File: config.mk
export PLATFORM = sky130hd
export DESIGN_NAME = interrupting_input_fifo_flat
export DESIGN_NICKNAME = d
export VERILOG_FILES = /design/src/hw/rtl/iif_pkg.sv /design/src/hw/rtl/iif_if.sv /design/src/hw/rtl/interrupting_input_fifo.sv /design/src/hw/rtl/iif_ram.sv /design/src/hw/rtl/iif_front.sv /design/src/hw/rtl/iif_queue.sv /design/src/hw/rtl/iif_back.sv /design/src/flat_wrapper.sv
export SDC_FILE = /design/constraint.sdc
export NUM_CORES = 1
export LEC_CHECK = 0
export ABC_CLOCK_PERIOD_IN_PS = 5400
export BUFFER_PORTS_ARGS = -buffer_cell sky130_fd_sc_hd__buf_2
export CORE_MARGIN = 2
export CORE_UTILIZATION = 40
export CTS_BUF_LIST = sky130_fd_sc_hd__clkbuf_8
export DETAILED_ROUTE_END_ITERATION = 8
export HOLD_SLACK_MARGIN = 0.1
export MAX_ROUTING_LAYER = met4
export SLEW_MARGIN = 25
export SYNTH_ARGS = -nofsm -noshare
export SYNTH_HDL_FRONTEND = slang
export SYNTH_HIERARCHICAL = 1
export SYNTH_SLANG_ARGS = --single-unit
File: constraint.sdc
create_clock -name i_clk -period 5.4 [get_ports i_clk]
set_input_delay 0 -clock i_clk [delete_from_list [all_inputs] [get_ports i_clk]]
set_output_delay 0 -clock i_clk [all_outputs]
set_load 0.1 [all_outputs]
File: src/hw/rtl/iif_pkg.sv
package iif_pkg;

    localparam int FIFO_DEPTH_DEF = 64;
    localparam int PADDR_W        = 2;
    localparam int PDATA_W        = 32;

    localparam logic [PADDR_W-1:0] REG_FIFO_PORT = '0;

    localparam logic [7:0] PORT_RESET = 8'h04;
    localparam logic [7:0] TAG_SERIAL = 8'h01;
    localparam logic [7:0] TAG_KEY    = 8'h02;
    localparam logic [7:0] KEY_BREAK  = 8'hF0;
    localparam logic [2:0] IRQ_LINE   = 3'd0;

    localparam logic [2:0] CMD_SERIAL  = 3'd0;
    localparam logic [2:0] CMD_PRESS   = 3'd1;
    localparam logic [2:0] CMD_RELEASE = 3'd2;
    localparam logic [2:0] CMD_READ    = 3'd3;
    localparam logic [2:0] CMD_POLL    = 3'd4;

    localparam logic [2:0] OP_NOP     = 3'd0;
    localparam logic [2:0] OP_SERIAL  = 3'd1;
    localparam logic [2:0] OP_PRESS   = 3'd2;
    localparam logic [2:0] OP_RELEASE = 3'd3;
    localparam logic [2:0] OP_READ    = 3'd4;
    localparam logic [2:0] OP_POLL    = 3'd5;

    localparam logic [1:0] IRQ_NONE     = 2'd0;
    localparam logic [1:0] IRQ_PENDING  = 2'd1;
    localparam logic [1:0] IRQ_SIGNALED = 2'd2;

    typedef struct packed {
        logic [2:0] kind;
        logic [7:0] data;
    } t_op;

    function automatic logic [2:0] grp_len(input logic [2:0] kind);
        grp_len = (kind == OP_RELEASE) ? 3'd4 : 3'd2;
    endfunction

    function automatic logic [7:0] grp_byte(input logic [2:0] kind, input logic [1:0] idx,
                                            input logic [7:0] data);
        logic [7:0] b;
        b = data;
        case (idx)
            2'd0: begin
                b = (kind == OP_SERIAL) ? TAG_SERIAL : TAG_KEY;
            end
            2'd1: begin
                b = (kind == OP_RELEASE) ? KEY_BREAK : data;
            end
            2'd2: begin
                b = TAG_KEY;
            end
            default: begin
                b = data;
            end
        endcase
        grp_byte = b;
    endfunction

endpackage

File: src/hw/rtl/iif_if.sv
interface iif_in_if;
    logic       valid;
    logic       ready;
    logic [2:0] cmd;
    logic [7:0] data_byte;
    logic [7:0] io_port;

    modport source (output valid, cmd, data_byte, io_port, input ready);
    modport sink (input valid, cmd, data_byte, io_port, output ready);
endinterface

interface iif_out_if #(
    parameter int LEVEL_W = 7
);
    logic               valid;
    logic               ready;
    logic [7:0]         read_data;
    logic               read_handled;
    logic               irq_taken;
    logic [2:0]         irq_line;
    logic [LEVEL_W-1:0] fifo_level;
    logic               dropped;

    modport source (output valid, read_data, read_handled, irq_taken, irq_line, fifo_level,
                    dropped, input ready);
    modport sink (input valid, read_data, read_handled, irq_taken, irq_line, fifo_level,
                  dropped, output ready);
endinterface

File: src/hw/rtl/interrupting_input_fifo.sv
// Byte FIFO that merges serial bytes and keyboard scan codes into tagged groups for a CPU.
// Requests arrive on i_in (cmd, data_byte, io_port) with a valid/ready handshake; every request
// gives exactly one response on o_out with a valid/ready handshake. The o_out interface must be
// built with LEVEL_W equal to $clog2(FIFO_DEPTH + 1).
// The APB port holds one register, the port address at which reads pop the FIFO.
// A request passes through a two-entry queue into the execution unit, and the response is held
// in an output register. Polls, misses, dropped groups and reads of an empty FIFO are answered
// straight from the idle state; a read that pops a byte first reads the byte store, and a serial
// byte, key press or key release first writes each byte of its group.
// The execution unit takes no new request until it is back in the idle state and the output
// register is free; it writes one byte at a time, since the byte store has a single write and a
// single read port.
// Reset empties the FIFO, clears the interrupt state and sets the port address to 4; the byte
// store itself is not cleared.
// When the receiver stalls, the response stays in the output register, the queue fills with
// up to two more requests and then i_in.ready goes low.
module interrupting_input_fifo #(
    parameter int FIFO_DEPTH = iif_pkg::FIFO_DEPTH_DEF
) (
    input  logic                        i_clk,
    input  logic                        i_rst_n,
    input  logic                        psel,
    input  logic                        penable,
    input  logic                        pwrite,
    input  logic [iif_pkg::PADDR_W-1:0] paddr,
    input  logic [iif_pkg::PDATA_W-1:0] pwdata,
    output logic [iif_pkg::PDATA_W-1:0] prdata,
    output logic                        pready,
    iif_in_if.sink                      i_in,
    iif_out_if.source                   o_out
);
    import iif_pkg::*;

    logic push_valid;
    t_op  push_op;
    logic push_ready;
    logic op_valid;
    t_op  op;
    logic op_ready;

    iif_front u_front (
        .i_clk        (i_clk),
        .i_rst_n      (i_rst_n),
        .psel         (psel),
        .penable      (penable),
        .pwrite       (pwrite),
        .paddr        (paddr),
        .pwdata       (pwdata),
        .prdata       (prdata),
        .pready       (pready),
        .i_in         (i_in),
        .o_push_valid (push_valid),
        .o_push_op    (push_op),
        .i_push_ready (push_ready)
    );

    iif_queue u_queue (
        .i_clk        (i_clk),
        .i_rst_n      (i_rst_n),
        .i_push_valid (push_valid),
        .i_push_op    (push_op),
        .o_push_ready (push_ready),
        .o_pop_valid  (op_valid),
        .o_pop_op     (op),
        .i_pop_ready  (op_ready)
    );

    iif_back #(
        .FIFO_DEPTH (FIFO_DEPTH)
    ) u_back (
        .i_clk      (i_clk),
        .i_rst_n    (i_rst_n),
        .i_op_valid (op_valid),
        .i_op       (op),
        .o_op_ready (op_ready),
        .o_out      (o_out)
    );
endmodule

File: src/hw/rtl/iif_ram.sv
module iif_ram #(
    parameter int WIDTH = 8,
    parameter int DEPTH = 64
) (
    input  logic                     i_clk,
    input  logic                     i_we,
    input  logic [$clog2(DEPTH)-1:0] i_waddr,
    input  logic [WIDTH-1:0]         i_wdata,
    input  logic                     i_re,
    input  logic [$clog2(DEPTH)-1:0] i_raddr,
    output logic [WIDTH-1:0]         o_rdata
);
    logic [WIDTH-1:0] r_mem [DEPTH];
    logic [WIDTH-1:0] r_rdata;

    always_ff @(posedge i_clk) begin
        if (i_we) begin
            r_mem[i_waddr] <= i_wdata;
        end
        if (i_re) begin
            r_rdata <= r_mem[i_raddr];
        end
    end

    assign o_rdata = r_rdata;
endmodule

File: src/hw/rtl/iif_front.sv
module iif_front (
    input  logic                        i_clk,
    input  logic                        i_rst_n,
    input  logic                        psel,
    input  logic                        penable,
    input  logic                        pwrite,
    input  logic [iif_pkg::PADDR_W-1:0] paddr,
    input  logic [iif_pkg::PDATA_W-1:0] pwdata,
    output logic [iif_pkg::PDATA_W-1:0] prdata,
    output logic                        pready,
    iif_in_if.sink                      i_in,
    output logic                        o_push_valid,
    output iif_pkg::t_op                o_push_op,
    input  logic                        i_push_ready
);
    import iif_pkg::*;

    logic [7:0] r_fifo_port;
    logic [7:0] n_fifo_port;
    logic       cfg_wr;

    assign pready = 1'b1;
    assign cfg_wr = psel && penable && pwrite && (paddr == REG_FIFO_PORT);

    always_comb begin
        n_fifo_port = r_fifo_port;
        if (cfg_wr) begin
            n_fifo_port = pwdata[7:0];
        end
    end

    always_ff @(posedge i_clk) begin
        if (!i_rst_n) begin
            r_fifo_port <= PORT_RESET;
        end else begin
            r_fifo_port <= n_fifo_port;
        end
    end

    assign prdata = (paddr == REG_FIFO_PORT) ? {{(PDATA_W-8){1'b0}}, r_fifo_port} : '0;

    // A read at any other port changes nothing, so it travels as a no-op.
    always_comb begin
        o_push_op.data = i_in.data_byte;
        case (i_in.cmd)
            CMD_SERIAL: begin
                o_push_op.kind = OP_SERIAL;
            end
            CMD_PRESS: begin
                o_push_op.kind = OP_PRESS;
            end
            CMD_RELEASE: begin
                o_push_op.kind = OP_RELEASE;
            end
            CMD_READ: begin
                o_push_op.kind = (i_in.io_port == r_fifo_port) ? OP_READ : OP_NOP;
            end
            CMD_POLL: begin
                o_push_op.kind = OP_POLL;
            end
            default: begin
                o_push_op.kind = OP_NOP;
            end
        endcase
    end

    assign o_push_valid = i_in.valid;
    assign i_in.ready   = i_push_ready;
endmodule

File: src/hw/rtl/iif_queue.sv
module iif_queue (
    input  logic         i_clk,
    input  logic         i_rst_n,
    input  logic         i_push_valid,
    input  iif_pkg::t_op i_push_op,
    output logic         o_push_ready,
    output logic         o_pop_valid,
    output iif_pkg::t_op o_pop_op,
    input  logic         i_pop_ready
);
    import iif_pkg::*;

    t_op        r_buf [2];
    logic       r_wr;
    logic       r_rd;
    logic [1:0] r_cnt;
    logic       n_wr;
    logic       n_rd;
    logic [1:0] n_cnt;
    logic       push;
    logic       pop;

    assign o_push_ready = (r_cnt != 2'd2);
    assign o_pop_valid  = (r_cnt != 2'd0);
    assign o_pop_op     = r_buf[r_rd];
    assign push         = i_push_valid && o_push_ready;
    assign pop          = o_pop_valid && i_pop_ready;

    always_comb begin
        n_wr  = push ? ~r_wr : r_wr;
        n_rd  = pop ? ~r_rd : r_rd;
        n_cnt = r_cnt;
        if (push && !pop) begin
            n_cnt = r_cnt + 2'd1;
        end else if (pop && !push) begin
            n_cnt = r_cnt - 2'd1;
        end
    end

    always_ff @(posedge i_clk) begin
        if (!i_rst_n) begin
            r_wr  <= 1'b0;
            r_rd  <= 1'b0;
            r_cnt <= 2'd0;
        end else begin
            r_wr  <= n_wr;
            r_rd  <= n_rd;
            r_cnt <= n_cnt;
        end
    end

    always_ff @(posedge i_clk) begin
        if (push) begin
            r_buf[r_wr] <= i_push_op;
        end
    end
endmodule

File: src/hw/rtl/iif_back.sv
module iif_back #(
    parameter int FIFO_DEPTH = iif_pkg::FIFO_DEPTH_DEF
) (
    input  logic         i_clk,
    input  logic         i_rst_n,
    input  logic         i_op_valid,
    input  iif_pkg::t_op i_op,
    output logic         o_op_ready,
    iif_out_if.source    o_out
);
    import iif_pkg::*;

    localparam int AW = $clog2(FIFO_DEPTH);
    localparam int CW = $clog2(FIFO_DEPTH + 1);

    localparam logic [1:0] ST_IDLE = 2'd0;
    localparam logic [1:0] ST_PUSH = 2'd1;
    localparam logic [1:0] ST_READ = 2'd2;

    logic [1:0]    r_state;
    logic [1:0]    n_state;
    t_op           r_op;
    t_op           n_op;
    logic [1:0]    r_idx;
    logic [1:0]    n_idx;
    logic [AW-1:0] r_wr_ptr;
    logic [AW-1:0] n_wr_ptr;
    logic [AW-1:0] r_rd_ptr;
    logic [AW-1:0] n_rd_ptr;
    logic [CW-1:0] r_count;
    logic [CW-1:0] n_count;
    logic [1:0]    r_irq;
    logic [1:0]    n_irq;
    logic          r_out_valid;
    logic          n_out_valid;
    logic [7:0]    r_read_data;
    logic [7:0]    n_read_data;
    logic          r_handled;
    logic          n_handled;
    logic          r_taken;
    logic          n_taken;
    logic [CW-1:0] r_level;
    logic [CW-1:0] n_level;
    logic          r_dropped;
    logic          n_dropped;

    logic          out_free;
    logic          take;
    logic          res_valid;
    logic [7:0]    res_data;
    logic          res_handled;
    logic          res_taken;
    logic          res_dropped;
    logic [CW-1:0] res_level;
    logic [2:0]    len;
    logic [CW:0]   fill_sum;
    logic          ram_we;
    logic          ram_re;
    logic [7:0]    ram_wdata;
    logic [7:0]    ram_rdata;

    function automatic logic [AW-1:0] next_ptr(input logic [AW-1:0] p);
        next_ptr = (p == AW'(FIFO_DEPTH - 1)) ? '0 : p + 1'b1;
    endfunction

    assign out_free   = !r_out_valid || o_out.ready;
    assign o_op_ready = (r_state == ST_IDLE) && out_free;
    assign take       = i_op_valid && o_op_ready;
    assign len        = grp_len(i_op.kind);
    assign fill_sum   = {1'b0, r_count} + (CW+1)'(len);
    assign ram_wdata  = grp_byte(r_op.kind, r_idx, r_op.data);

    always_comb begin
        n_state     = r_state;
        n_op        = r_op;
        n_idx       = r_idx;
        n_wr_ptr    = r_wr_ptr;
        n_rd_ptr    = r_rd_ptr;
        n_count     = r_count;
        n_irq       = r_irq;
        ram_we      = 1'b0;
        ram_re      = 1'b0;
        res_valid   = 1'b0;
        res_data    = 8'd0;
        res_handled = 1'b0;
        res_taken   = 1'b0;
        res_dropped = 1'b0;
        res_level   = r_count;
        case (r_state)
            ST_IDLE: begin
                if (take) begin
                    case (i_op.kind)
                        OP_SERIAL, OP_PRESS, OP_RELEASE: begin
                            if (fill_sum > (CW+1)'(FIFO_DEPTH)) begin
                                res_valid   = 1'b1;
                                res_dropped = 1'b1;
                            end else begin
                                n_op    = i_op;
                                n_idx   = 2'd0;
                                n_state = ST_PUSH;
                            end
                        end
                        OP_READ: begin
                            if (r_count != '0) begin
                                ram_re   = 1'b1;
                                n_rd_ptr = next_ptr(r_rd_ptr);
                                n_count  = r_count - 1'b1;
                                n_irq    = (r_count != CW'(1)) ? IRQ_PENDING : IRQ_NONE;
                                n_state  = ST_READ;
                            end else begin
                                n_irq     = IRQ_NONE;
                                res_valid = 1'b1;
                            end
                        end
                        OP_POLL: begin
                            res_valid = 1'b1;
                            if (r_irq == IRQ_PENDING) begin
                                n_irq     = IRQ_SIGNALED;
                                res_taken = 1'b1;
                            end
                        end
                        default: begin
                            res_valid = 1'b1;
                        end
                    endcase
                end
            end
            ST_PUSH: begin
                ram_we   = 1'b1;
                n_wr_ptr = next_ptr(r_wr_ptr);
                n_idx    = r_idx + 2'd1;
                if (r_idx == 2'(grp_len(r_op.kind) - 3'd1)) begin
                    n_count   = r_count + CW'(grp_len(r_op.kind));
                    res_valid = 1'b1;
                    res_level = r_count + CW'(grp_len(r_op.kind));
                    if (r_irq == IRQ_NONE) begin
                        n_irq = IRQ_PENDING;
                    end
                    n_state = ST_IDLE;
                end
            end
            ST_READ: begin
                res_valid   = 1'b1;
                res_data    = ram_rdata;
                res_handled = 1'b1;
                n_state     = ST_IDLE;
            end
            default: begin
                n_state = ST_IDLE;
            end
        endcase
    end

    always_comb begin
        n_out_valid = r_out_valid && !o_out.ready;
        n_read_data = r_read_data;
        n_handled   = r_handled;
        n_taken     = r_taken;
        n_level     = r_level;
        n_dropped   = r_dropped;
        if (res_valid) begin
            n_out_valid = 1'b1;
            n_read_data = res_data;
            n_handled   = res_handled;
            n_taken     = res_taken;
            n_level     = res_level;
            n_dropped   = res_dropped;
        end
    end

    always_ff @(posedge i_clk) begin
        if (!i_rst_n) begin
            r_state     <= ST_IDLE;
            r_wr_ptr    <= '0;
            r_rd_ptr    <= '0;
            r_count     <= '0;
            r_irq       <= IRQ_NONE;
            r_out_valid <= 1'b0;
        end else begin
            r_state     <= n_state;
            r_wr_ptr    <= n_wr_ptr;
            r_rd_ptr    <= n_rd_ptr;
            r_count     <= n_count;
            r_irq       <= n_irq;
            r_out_valid <= n_out_valid;
        end
    end

    always_ff @(posedge i_clk) begin
        r_op        <= n_op;
        r_idx       <= n_idx;
        r_read_data <= n_read_data;
        r_handled   <= n_handled;
        r_taken     <= n_taken;
        r_level     <= n_level;
        r_dropped   <= n_dropped;
    end

    iif_ram #(
        .WIDTH (8),
        .DEPTH (FIFO_DEPTH)
    ) u_ram (
        .i_clk   (i_clk),
        .i_we    (ram_we),
        .i_waddr (r_wr_ptr),
        .i_wdata (ram_wdata),
        .i_re    (ram_re),
        .i_raddr (r_rd_ptr),
        .o_rdata (ram_rdata)
    );

    assign o_out.valid        = r_out_valid;
    assign o_out.read_data    = r_read_data;
    assign o_out.read_handled = r_handled;
    assign o_out.irq_taken    = r_taken;
    assign o_out.irq_line     = IRQ_LINE;
    assign o_out.fifo_level   = r_level;
    assign o_out.dropped      = r_dropped;
endmodule

File: src/flat_wrapper.sv
// flat-port wrapper written by rule: the top's interface ports become plain ports
module interrupting_input_fifo_flat import iif_pkg::*;
#(
    parameter int FIFO_DEPTH = iif_pkg::FIFO_DEPTH_DEF
)
  (i_clk, i_rst_n, psel, penable, pwrite, paddr, pwdata, prdata, pready, i_in_valid, i_in_cmd, i_in_data_byte, i_in_io_port, i_in_ready, o_out_valid, o_out_read_data, o_out_read_handled, o_out_irq_taken, o_out_irq_line, o_out_fifo_level, o_out_dropped, o_out_ready);
  iif_in_if i_in_i ();
  iif_out_if #(.LEVEL_W(($clog2(FIFO_DEPTH_DEF + 1)))) o_out_i ();
  input  logic i_clk;
  input  logic i_rst_n;
  input  logic psel;
  input  logic penable;
  input  logic pwrite;
  input  logic [iif_pkg::PADDR_W-1:0] paddr;
  input  logic [iif_pkg::PDATA_W-1:0] pwdata;
  output logic [iif_pkg::PDATA_W-1:0] prdata;
  output logic pready;
  input wire logic [$bits(i_in_i.valid)-1:0] i_in_valid;
  input wire logic [$bits(i_in_i.cmd)-1:0] i_in_cmd;
  input wire logic [$bits(i_in_i.data_byte)-1:0] i_in_data_byte;
  input wire logic [$bits(i_in_i.io_port)-1:0] i_in_io_port;
  output wire logic [$bits(i_in_i.ready)-1:0] i_in_ready;
  output wire logic [$bits(o_out_i.valid)-1:0] o_out_valid;
  output wire logic [$bits(o_out_i.read_data)-1:0] o_out_read_data;
  output wire logic [$bits(o_out_i.read_handled)-1:0] o_out_read_handled;
  output wire logic [$bits(o_out_i.irq_taken)-1:0] o_out_irq_taken;
  output wire logic [$bits(o_out_i.irq_line)-1:0] o_out_irq_line;
  output wire logic [$bits(o_out_i.fifo_level)-1:0] o_out_fifo_level;
  output wire logic [$bits(o_out_i.dropped)-1:0] o_out_dropped;
  input wire logic [$bits(o_out_i.ready)-1:0] o_out_ready;
  assign i_in_i.valid = i_in_valid;
  assign i_in_i.cmd = i_in_cmd;
  assign i_in_i.data_byte = i_in_data_byte;
  assign i_in_i.io_port = i_in_io_port;
  assign i_in_ready = i_in_i.ready;
  assign o_out_valid = o_out_i.valid;
  assign o_out_read_data = o_out_i.read_data;
  assign o_out_read_handled = o_out_i.read_handled;
  assign o_out_irq_taken = o_out_i.irq_taken;
  assign o_out_irq_line = o_out_i.irq_line;
  assign o_out_fifo_level = o_out_i.fifo_level;
  assign o_out_dropped = o_out_i.dropped;
  assign o_out_i.ready = o_out_ready;
  interrupting_input_fifo #(.FIFO_DEPTH(FIFO_DEPTH)) u_core (.i_clk(i_clk), .i_rst_n(i_rst_n), .psel(psel), .penable(penable), .pwrite(pwrite), .paddr(paddr), .pwdata(pwdata), .prdata(prdata), .pready(pready), .i_in(i_in_i), .o_out(o_out_i));
endmodule
Word-level counts from Yosys, hierarchy flattened
Memory sizes are Yosys's and may differ from the RTL's. A register that Yosys moved wholly into a read port is not among the register bits.
Cells that the tools add are included.
{ "classes": {"add_sub_neg": 9, "magnitude_cmp": 1, "n_eq_ne": 34, "n_mux": 56, "n_bitwise": 3, "n_reduce_logical": 32} }
{ "op_table": {"columns": ["operator", "n"], "rows": [
  ["7-bit two-way mux", 5],
  ["2-bit two-way mux", 14],
  ["8-bit case mux with 3 select lines", 1],
  ["1-bit two-way mux", 20],
  ["2-bit case mux with 2 select lines", 5],
  ["8-bit two-way mux", 2],
  ["4-bit AND reduction", 4],
  ["3-bit by 2-bit equality test with 1-bit output (second input constant)", 5],
  ["3-bit case mux with 5 select lines", 1],
  ["7-bit case mux with 2 select lines", 1],
  ["6-bit by 1-bit adder with 6-bit output (second input constant)", 2],
  ["6-bit equality test (second input constant)", 2],
  ["6-bit two-way mux", 2],
  ["3-bit by 1-bit equality test with 1-bit output (second input constant)", 3],
  ["3-bit equality test (second input constant)", 3],
  ["1-bit logical AND", 9],
  ["3-bit two-way mux", 3],
  ["3-bit != test (second input constant)", 3],
  ["7-bit by 3-bit adder with 8-bit output", 1],
  ["8-bit equality test", 1],
  ["8-bit by 7-bit > comparator with 1-bit output (second input constant)", 1],
  ["2-bit zero test", 4],
  ["2-bit by 1-bit != test with 1-bit output (second input constant)", 4],
  ["2-bit != test (second input constant)", 4],
  ["21 further kinds", 35]
]} }
{ "totals": {"reg_bits": 67, "mem_bits_rw": 534, "input_bits": 60, "out_inout_bits": 56, "word_cells": 155, "memories": 2} }
{ "mem_list": {"columns": ["name", "depth", "word_bits", "rd", "rd_clocked_by_memory_dff", "write_ports", "line_no", "rtl"], "rows": [
  ["u_core.u_back.u_ram.r_mem", 64, 8, 1, 1, 1, "iif_ram.sv:13", "logic [WIDTH-1:0] r_mem [DEPTH];"],
  ["u_core.u_queue.r_buf", 2, 11, 1, 1, 1, "iif_queue.sv:13", "t_op r_buf [2];"]
]} }

Longest topological paths before layout
{ "depth": {"ltp_word": 9, "depth_mapped": 12, "mapped_depth_nobuf": 11} }

Hierarchy
Netlist, hierarchy kept.
{ "modules_own_cells": {"columns": ["module", "n_inst", "cells_each", "area_per_inst_um2", "seq_area_each_um2"], "rows": [
  ["iif_ram", 1, 940, 20246.9, 15615.0],
  ["iif_back", 1, 298, 2926.6, 1411.4],
  ["iif_queue", 1, 58, 1032.2, 760.7],
  ["iif_front", 1, 88, 763.2, 160.2]
]} }

Worst setup path before layout
Ideal clock, no wire load.
{ "synth_path": {"kind": "register to register", "from": "register u_core/u_back/r_op[10] (netlist bit)", "to": "memory u_core.u_back.u_ram.r_mem[0][0] (data pin)", "t_arrival_ns": 3.594, "path_slack_ns": 1.076, "path_stages_with_launch": 3, "cell_sequence": "edfxtp_1 -> or3b_2 -> o32ai_1"} }
{ "synth_via": {"elab_chain_cells": 3, "word_cells_on_any_way": 5, "classes_between": "eq/ne (2); mux (3)"} }
{ "synth_lines": {"columns": ["item", "line_no", "rtl"], "rows": [
  ["from (decl)", "iif_back.sv:22", "t_op r_op;"],
  ["from (signal assigned)", "iif_back.sv:190", "r_op <= n_op;"],
  ["3-bit by 2-bit equality test with 1-bit output / 3-bit by 1-bit equality test with 1-bit output (equally long branches)", "iif_pkg.sv:50, iif_pkg.sv:47", null],
  ["8-bit two-way mux / 2-bit two-way mux (equally long branches)", "iif_pkg.sv:50, iif_pkg.sv:47", null],
  ["8-bit case mux with 3 select lines (*)", "iif_pkg.sv:45", "case (idx)"],
  ["net u_core.u_back.ram_wdata[0]", "iif_back.sv:59", "logic [7:0] ram_wdata;"],
  ["to (decl)", "iif_ram.sv:13", null]
]} }
The timed path passes the listed nets; every way through them passes the cells marked *.

==> summary.md <==
| Metric | Value |
|---|---|
| Status | complete, no violations |
| Placed Area | between 20000 and 30000 um^2 |
| Overall routing resource usage | roughly 17% |
| I/O Pins | 116 |
| Dpl ws | around 1600 ps |
| # rows | slightly above 90 |
| Endpoints failing hold | 0 |
| Vias in the first global route | between 10000 and 15000 |
| Initial DRT Pass Iterations | 5 |
| Clock Path Buffers | 3 |
| Ys async rst share | 0% |
| Main synth FF type | edfxtp_1 |
| Largest net degree at the start of global routing | between 60 and 70 |
| Fin crit period | 3830 ps |
| CTS Sinks | 610 |
| Avg Vias per Cell | roughly 5.2 |
| Fillers | about 5200 |
| Worst Setup Start Kind | flop |
| Worst skew pair latency | ~700 ps |
| Die Area | ~64000 um^2 |
| DRT iter0 DRCs | approximately 1100 |
| Core area | between 60000 and 70000 um^2 |
| Syn-to-layout area delta | 14.5% |
| CP Class | flop to flop |
| Number of vias in the routed layout | about 13000 |
| Layout Nets | 1627 |
| Mapped Cells | roughly 1400 |
| Clk pin slew, worst setup/hold paths | approximately 60 ps |
| Worst Hold Class | input port to flop |
| Synthesis-stage register bit count | between 600 and 700 |
| Hold buffers post-CTS | a little under 60 |
| Layout cells sized above 1 | between 20% and 30% |
| CTS buffer count | 95 |
| Synth unique cells | slightly below 80 |
| Initial antenna violation count | 1 |
| Met1 WL | approximately 23 mm |
| Rel. slew slack | about a third |
| Gpl congestion | about 0.85 |
| Syn_area_per_cell | 18.0 um^2 |
| Crit-path max FO | 18 |
| Final WL | 53.5 mm |
| Seq/Total Area, Yosys | 71.9% |
| First-pass GRT wire length | ~81 mm |
| Worst-Margin Slew | 1020 ps |
| Post-Syn Area | between 20000 and 25000 um^2 |
| # setup viols final | 0 |
| Root buf cell | clkbuf_8 |
| Total power | 11800 uW |
| Routed wire per std cell | 21.7 um |
| Number of port buffers | 63 |
| Met2 Wirelength | 25.9 mm |
| Detailed placement HPWL | 31.8 mm |
| Fmax | around 0.26 GHz |
| Final worst-path cycle share | a little under three quarters |
| Post-DRT Antenna Nets | 0 |
| Leak Pwr | a little over 0.009 uW |
| Width of the chip | around 250 um |
| Worst setup EP type | flop |
| Pwr/cell area | just over 400 nW/um^2 |
| Post-CTS Setup Inserts | 0 |
| CP Data Required Time | 5670 ps |
| Setup ws final | ~1600 ps |
| Fin. max-slew vios | 0 |
| Post-cts gate resize count | 0 |
| Drt drc | 0 |
| Die height | between 200 and 300 um |
| Setup TNS | 0 ps |
| Post-Layout Inst Area | 28600 um^2 |
| MaxCap Viol Count | 0 |
| Grt total ovfl | 0 |
| Worst Skew | roughly 33 ps |
| CTS tree | yes |
| Met3 wire len | between 3 and 4 mm |
| Initial Util | roughly 40% |
| RSZ-0062 raised after global routing | no |
| H-tree depth | 3 |
| Final core occ | 46.3% |
| Worst IR Drop VDD | ~0.25 mV |
| Post-synth EDFFs | between 500 and 600 |
| Synth Warn # | 6 |
| Top layer in use | met4 |
| Worst Path Arrival | slightly above 4000 ps |
## per-layer routing
layer | GRT usage (%) | up-vias
met2 | 27.3 | 396
met1 | 23.0 | 6699
met4 | 6.15 | 0
met3 | 3.45 | 79
met5 | - | -
li1 | - | 5783
## state kept, by name, indices dropped and copies added (netlist names), named ones only
register                          flops
u_core/u_queue/r_rd                   1
u_core/u_back/r_state                 2
u_core/u_back/u_ram/r_mem           512
u_core/u_queue/r_buf                 22
u_core/u_back/r_op                   11
u_core/u_back/r_idx                   2
u_core/u_back/o_out.read_data         8
u_core/u_back/o_out.irq_taken         1
u_core/u_back/o_out.dropped           1
u_core/u_queue/r_wr                   1
u_core/u_back/o_out.read_handled      1
u_core/u_back/o_out.fifo_level        7
u_core/u_back/r_wr_ptr                6
u_core/u_back/u_ram/o_rdata           8
u_core/u_back/r_irq                   2
u_core/u_back/r_count                 7
u_core/u_front/r_fifo_port            8
u_core/u_back/r_rd_ptr                6
u_core/u_back/o_out.valid             1
u_core/u_queue/r_cnt                  2
## critical path, cell delays in order (launching register included)
cell      delay [ps]
dfxtp_1          640
mux2_2           450
nand2_1           60
or2_2            150
ha_1             220
inv_1             70
fa_1             450
xnor2_1          160
nor4b_1          390
nand3_1          130
o211ai_1         220
nand2_1          450
## final timing paths
kind	start	to	slack (ps)	cells after the start
max reg2reg	flop	u_core/u_back/o_out.read_data[4]	1570	11
min	i_in_cmd[2]	u_core/u_queue/r_buf[1][9]	210	3
max	flop	u_core/u_back/o_out.read_data[4]	1570	11
min reg2reg	u_core/u_back/r_irq[0]	u_core/u_back/r_irq[0]	480	2
## cell families after synthesis
group                    synth area share, %
AO/OA/AOI/OAI                           3.15
XOR/XNOR                               0.877
adder cells (fa/ha/maj)                0.862
buffers and inverters                   2.87
flip-flops                              71.9
multiplexers                            13.8
other                                 0.0451
AND/OR/NAND/NOR                         6.51
## cell type report
type	count	area (um^2)	area share (%)
clock buffers	97	1340	4.67
repair buffers	144	1110	3.88
diodes	2	5.00	0.0175
inverters	19	71.3	0.249
clock inverters	80	583	2.04
flip-flops and latches	610	18000	62.8
multi-input cells	681	6480	22.7
well taps	837	1050	3.66
## synth_stat cells, types with 7 or more instances
| cell type | number | area (um^2) |
|---|---|---|
| mux4_2 | 126 | 2840 |
| buf_4 | 51 | 383 |
| nor2b_1 | 28 | 175 |
| o22ai_1 | 10 | 62.6 |
| o221ai_1 | 8 | 70.1 |
| clkbuf_1 | 24 | 90.1 |
| o21ai_0 | 11 | 55.1 |
| and2_1 | 25 | 156 |
| dfxtp_1 | 37 | 741 |
| nand3_1 | 26 | 130 |
| mux2i_1 | 34 | 340 |
| nand3b_1 | 7 | 52.6 |
| mux2_2 | 24 | 270 |
| xnor2_1 | 14 | 123 |
| nand4_1 | 7 | 43.8 |
| nor3_1 | 15 | 75.1 |
| edfxtp_1 | 573 | 17200 |
| nand2_1 | 45 | 169 |
| ha_1 | 14 | 175 |
| a21oi_1 | 22 | 110 |
| buf_2 | 15 | 75.1 |
| xor2_1 | 11 | 96.3 |
| nor2_1 | 115 | 432 |
| nand2b_1 | 12 | 75.1 |
| inv_1 | 18 | 67.6 |
## layout by cell type, fill, tap and decap left out, types with 7 or more instances in the layout
cell type,n
conb_1,28
o21ai_0,11
and2_1,25
clkbuf_8,97
nor2b_1,26
edfxtp_1,573
nor2_1,111
nor3_1,15
xnor2_1,14
nand4_1,7
clkinv_1,24
ha_1,14
o22ai_1,9
mux2_2,24
a21oi_1,22
nand3b_1,7
mux2i_1,34
clkinv_2,17
nand2_1,45
bufinv_16,8
dlygate4sd3_1,59
buf_4,19
inv_1,44
nand3_1,26
buf_2,63
o221ai_1,8
xor2_1,11
mux4_2,126
nand2b_1,12
dfxtp_1,33
## through the flow
| step | hold WS [ps] | std cells |
|---|---|---|
| 2_1_floorplan | 61.9 | 1409 |
| 3_3_place_gp | 190 | 2232 |
| 3_5_place_dp | 194 | 2232 |
| 4_1_cts | 143 | 2468 |
| 5_1_grt | 222 | 2469 |
| 6_report | 206 | 2470 |
## power by group
| part | switching, uW | internal, uW | leakage, uW |
|---|---|---|---|
| Clock | 1820 | 2080 | 0.00108 |
| Sequential | 78.5 | 5940 | 0.00555 |
| Combinational | 1530 | 359 | 0.00254 |
| Total | 3430 | 8380 | 0.00917 |
No activity file was read; power rests on OpenSTA's default activity.
